File: src/cbz_pkg.sv
// ----------------------------------------------------------------------------
// cbz_pkg: shared types and constants for the cubic Bezier segment evaluator
// Holds the lane pipeline control struct and the fixed curve constants.
// ----------------------------------------------------------------------------
package cbz_pkg;

   // one lane per evaluation point: t = k/N and t = (k+1)/N
   localparam int NUM_LANES = 2;

   // control points per curve: P0, C1, C2, P3
   localparam int NUM_CTRL = 4;

   // binomial coefficient of the two inner Bernstein terms
   localparam int BERN_MID = 3;

   typedef struct packed {
      logic advance;   // every lane stage moves one step
      logic load;      // a new item enters the first stage on advance
   } pipe_ctrl_type;

endpackage

File: src/cbz_if.sv


interface cbz_rsp_if #(
   parameter int COORD_BITS = 16
);
   logic                         valid;
   logic                         ready;
   logic signed [COORD_BITS-1:0] start_x;
   logic signed [COORD_BITS-1:0] start_y;
   logic signed [COORD_BITS-1:0] end_x;
   logic signed [COORD_BITS-1:0] end_y;

   modport source (
      output valid, start_x, start_y, end_x, end_y,
      input  ready
   );
   modport sink (
      input  valid, start_x, start_y, end_x, end_y,
      output ready
   );
endinterface

File: src/cbz_merge.sv
// ----------------------------------------------------------------------------
// cbz_merge: joins the two lane points into one segment and drives the
// response channel through an output register with a skid stage
// ----------------------------------------------------------------------------
module cbz_merge
   import cbz_pkg::*;
#(
   parameter int COORD_BITS = 16
) (
   input  logic                         clock,
   input  logic                         reset,
   input  logic [NUM_LANES-1:0]         lane_valid,
   input  logic signed [COORD_BITS-1:0] start_x,
   input  logic signed [COORD_BITS-1:0] start_y,
   input  logic signed [COORD_BITS-1:0] end_x,
   input  logic signed [COORD_BITS-1:0] end_y,
   output logic                         in_ready,
   cbz_rsp_if.source                    rsp_bus
);

   localparam int PB = 4 * COORD_BITS;

   logic          out_valid_ff, skid_valid_ff;
   logic [PB-1:0] out_data_ff, skid_data_ff;
   logic [PB-1:0] in_data;
   logic          in_fire, out_fire;

   assign in_data  = {start_x, start_y, end_x, end_y};
   assign in_ready = !skid_valid_ff;
   assign in_fire  = (&lane_valid) && in_ready;
   assign out_fire = out_valid_ff && rsp_bus.ready;

   always_ff @(posedge clock) begin
      if (reset) begin
         out_valid_ff  <= 1'b0;
         skid_valid_ff <= 1'b0;
      end else if (out_fire) begin
         if (skid_valid_ff) begin
            out_data_ff   <= skid_data_ff;
            skid_valid_ff <= 1'b0;
         end else if (in_fire) begin
            out_data_ff <= in_data;
         end else begin
            out_valid_ff <= 1'b0;
         end
      end else if (!out_valid_ff) begin
         if (in_fire) begin
            out_data_ff  <= in_data;
            out_valid_ff <= 1'b1;
         end
      end else if (in_fire) begin
         // output is held: park the new segment
         skid_data_ff  <= in_data;
         skid_valid_ff <= 1'b1;
      end
   end

   assign rsp_bus.valid   = out_valid_ff;
   assign rsp_bus.start_x = out_data_ff[4*COORD_BITS-1 -: COORD_BITS];
   assign rsp_bus.start_y = out_data_ff[3*COORD_BITS-1 -: COORD_BITS];
   assign rsp_bus.end_x   = out_data_ff[2*COORD_BITS-1 -: COORD_BITS];
   assign rsp_bus.end_y   = out_data_ff[COORD_BITS-1 -: COORD_BITS];

endmodule

File: src/flat_wrapper.sv
// flat-port wrapper written by rule: the top's interface ports become plain ports
module cbz_merge_flat import cbz_pkg::*;
#(
   parameter int COORD_BITS = 16
)
  (clock, reset, lane_valid, start_x, start_y, end_x, end_y, in_ready, rsp_bus_valid, rsp_bus_start_x, rsp_bus_start_y, rsp_bus_end_x, rsp_bus_end_y, rsp_bus_ready);
  cbz_rsp_if #(.COORD_BITS(COORD_BITS)) rsp_bus_i ();
  input  logic clock;
  input  logic reset;
  input  logic [NUM_LANES-1:0] lane_valid;
  input  logic signed [COORD_BITS-1:0] start_x;
  input  logic signed [COORD_BITS-1:0] start_y;
  input  logic signed [COORD_BITS-1:0] end_x;
  input  logic signed [COORD_BITS-1:0] end_y;
  output logic in_ready;
  output wire logic [$bits(rsp_bus_i.valid)-1:0] rsp_bus_valid;
  output wire logic [$bits(rsp_bus_i.start_x)-1:0] rsp_bus_start_x;
  output wire logic [$bits(rsp_bus_i.start_y)-1:0] rsp_bus_start_y;
  output wire logic [$bits(rsp_bus_i.end_x)-1:0] rsp_bus_end_x;
  output wire logic [$bits(rsp_bus_i.end_y)-1:0] rsp_bus_end_y;
  input wire logic [$bits(rsp_bus_i.ready)-1:0] rsp_bus_ready;
  assign rsp_bus_valid = rsp_bus_i.valid;
  assign rsp_bus_start_x = rsp_bus_i.start_x;
  assign rsp_bus_start_y = rsp_bus_i.start_y;
  assign rsp_bus_end_x = rsp_bus_i.end_x;
  assign rsp_bus_end_y = rsp_bus_i.end_y;
  assign rsp_bus_i.ready = rsp_bus_ready;
  cbz_merge #(.COORD_BITS(COORD_BITS)) u_core (.clock(clock), .reset(reset), .lane_valid(lane_valid), .start_x(start_x), .start_y(start_y), .end_x(end_x), .end_y(end_y), .in_ready(in_ready), .rsp_bus(rsp_bus_i));
endmodule
File: config.mk
export PLATFORM = sky130hd
export DESIGN_NAME = cbz_merge_flat
export DESIGN_NICKNAME = d
export VERILOG_FILES = /design/src/cbz_pkg.sv /design/src/cbz_if.sv /design/src/cbz_merge.sv /design/src/flat_wrapper.sv
export SDC_FILE = /design/constraint.sdc
export NUM_CORES = 1
export LEC_CHECK = 0
export BUFFER_PORTS_ARGS = -buffer_cell sky130_fd_sc_hd__buf_2
export CAP_MARGIN = 40
export CELL_PAD_IN_SITES_DETAIL_PLACEMENT = 1
export CELL_PAD_IN_SITES_GLOBAL_PLACEMENT = 1
export CORE_ASPECT_RATIO = 1.5
export CORE_MARGIN = 1.5
export CORE_UTILIZATION = 48
export CTS_CLUSTER_SIZE = 30
export DETAILED_ROUTE_END_ITERATION = 16
export GPL_TIMING_DRIVEN = 0
export PLACE_DENSITY_LB_ADDON = 0.08
export SLEW_MARGIN = 15
export SYNTH_ARGS = -nofsm -noshare
export SYNTH_HDL_FRONTEND = slang
export SYNTH_SLANG_ARGS = --single-unit
File: constraint.sdc
create_clock -name clock -period 18.6 [get_ports clock]
set_input_delay 3.72 -clock clock [delete_from_list [all_inputs] [get_ports clock]]
set_output_delay 3.72 -clock clock [all_outputs]
set_load 0.005 [all_outputs]
==> flow_summary.json <==
{
  "ir_drop_uv": 61.5,
  "finClkSkew_ps": 6.08,
  "drv_cap": 0,
  "ioPinCount": 135,
  "wl_per_cell_um": 22.2,
  "drc_errors": 0,
  "cts-root-buf": "clkbuf_16",
  "ys_seq_area_share_pct": 63.1,
  "ant_nets": 0,
  "synth_nets": 507,
  "cts_tree": "yes",
  "drt_iter0_drc": 201,
  "wl_mm": 17.2,
  "numPortBuffers": 132,
  "final_layout_size_suffix_gt1_share_pct": 33.1,
  "hold_class": "register to register",
  "stdcell_area_um2": 7840,
  "final_hold_viol_count": 0,
  "rsz0062_at_grt": "false",
  "path_max_fanout": 10,
  "area_delta_synth_final_pct": 27.4,
  "max_freq_ghz": 0.185,
  "globalplace.congestion": 0.710,
  "finalMaxSlewViolations": 0,
  "routed-via-count": 4540,
  "p_leak_uw": 0.00352,
  "antenna_found_initial": 4,
  "p_sw_uw": 186,
  "intPower_uw": 621,
  "cts_made_buffers": 17,
  "status": "finished, final reports clean",
  "cp-end-kind": "register",
  "die_height_um": 142,
  "cts_hold_buffers": 0,
  "p_comb_share_pct": 10.7,
  "dieArea_um2": 13500,
  "placed_area_um2": 7190,
  "cts_sinks": 130,
  "syn_area_um2": 6160,
  "ys_warn_count": 0,
  "grt_use_total_pct": 26.8,
  "required_ps": 18730,
  "post_cts_buffers": 0,
  "syn_area_per_cell_um2": 14.1,
  "clkPwrFrac_pct": 45.4,
  "crit_arrival_ps": 5520,
  "path_clk_slew_ps": 60,
  "grt.overflow.total": 0,
  "first_pass_iters": 4,
  "critPathLaunchType": "input port",
  "grt_pass1_wl_mm": 27.0,
  "htree_num_levels": 4,
  "ys_types": 18,
  "viasPerCell": 5.86,
  "clk_latency_ps": 420,
  "pwr_density_cell_nw_per_um2": 103,
  "relSlewSlack_pct": 58.5,
  "setup_violations": 0,
  "core_um2": 12500,
  "power_frac_seq_pct": 43.8,
  "synthCells": 438,
  "die_w_um": 95.5,
  "criticalPathCategory": "input port to register",
  "post-route-period-util_pct": 29.0,
  "cts_buffer_depth": 2,
  "fin_nets": 673,
  "dp_hpwl_mm": 11.2,
  "tightestPinTransition_ps": 623,
  "synth_seq_cells": 130,
  "num_rows": 50,
  "min_period_ps": 5390,
  "grt_max_degree": 23,
  "ctsResizeCount": 0,
  "start_util_pct": 49.2,
  "p_sw_share_pct": 23.1,
  "timing.setup.tns_ps": 0,
  "grt_pass1_vias": 4948
}
[critical path, stage by stage]
cell,delay [ps]
clkbuf_1,340
nand3_1,210
nor4b_2,340
clkbuf_4,280
buf_4,180
buf_2,250
buf_4,200
[final timing paths]
path                                           from                           endpoint  slack (ps)  cells past startpoint
hold / removal    u_core.skid_data_ff[63]$_DFFE_PP_   u_core.out_data_ff[63]$_DFFE_PP_         630                      2
hold reg to reg   u_core.skid_data_ff[63]$_DFFE_PP_   u_core.out_data_ff[63]$_DFFE_PP_         630                      2
setup reg to reg  u_core.skid_valid_ff$_SDFFE_PP0P_  u_core.skid_data_ff[33]$_DFFE_PP_       16280                      8
setup / recovery                      lane_valid[1]  u_core.skid_data_ff[33]$_DFFE_PP_       13210                      7
[state kept, by name, indices dropped and copies added (netlist names)]
| register | flops |
|---|---|
| u_core.out_data_ff | 64 |
| u_core.skid_data_ff | 64 |
| u_core.rsp_bus.valid | 1 |
| u_core.skid_valid_ff | 1 |
[through the flow]
step | total power, uW | hold WS (ps) | setup slack, ps | utilization (%) | cells
after detailed placement | 445 | 611 | 12320 | 57.5 | 740
after CTS | 814 | 632 | 12750 | 62.6 | 772
final | 807 | 627 | 13210 | 62.7 | 775
after global routing | 835 | 658 | 13090 | 62.7 | 775
after floorplan | 405 | 587 | 7290 | - | 438
after global placement | 438 | 595 | 2430 | 56.1 | 726
[area by class of cell]
cell class,count,area [um2]
flip-flops and latches,130,3880
fillers,1276,4670
inverters,2,7.51
well taps,156,195
multi-input cells,265,1940
repair buffers,147,827
clock inverters,14,211
diodes,2,5.00
clock buffers,18,429
plain buffers,41,342
[power groups by stage]
stage,logic (uW),registers [uW],clock network [uW]
global placement,78.3,360,0
finish,86.7,354,367
detailed placement,85.8,359,0
global route,95.0,356,384
CTS,87.8,354,373
floorplan,45.6,360,0
[logic make-up after synthesis]
kind of cell    after synthesis  share of synthesized area, %
buf+inv                      43                          5.67
compound gates              132                          13.4
mux                          64                          10.4
flops                       130                          63.1
simple gates                 69                          7.46
[cell usage in the layout, fill, tap and decap left out]
master        n
clkinv_2      1
dfxtp_1       2
nand2_8       2
clkinv_4      2
a21oi_1      65
o21ai_0       1
buf_6        10
buf_12        6
clkbuf_16    17
inv_1         2
edfxtp_1    128
clkinvlp_4    3
a221oi_1      1
clkinv_1      2
clkbuf_1     18
a21oi_4       1
mux2i_1      64
buf_16        3
clkbuf_4      1
diode_2       2
buf_4         7
clkbuf_8      1
inv_6         1
nor4b_2       1
buf_2       143
nand3_1       2
and3_1       64
bufinv_16     5
a211oi_1     64
[per-layer routing]
metal	part of all wire, %	global-route usage (%)
met2	54	45.8
met5	0.070	0
met1	39	31.7
met3	4.7	6.65
met4	2.1	11.1
[synth_stat cells (all sizes together)]
cell type  number  area (um2)
edfxtp        128        3840
a21oi          66         330
a211oi         64         480
and3           64         400
mux2i          64         641
buf            23         264
clkbuf         18        77.6
dfxtp           2        40.0
inv             2        7.51
nand2           2        40.0
nand3           2        10.0
a221oi          1        8.76
nor4b           1        8.76
o21ai           1        5.00
Note: power is estimated with default switching activity, not from simulation.
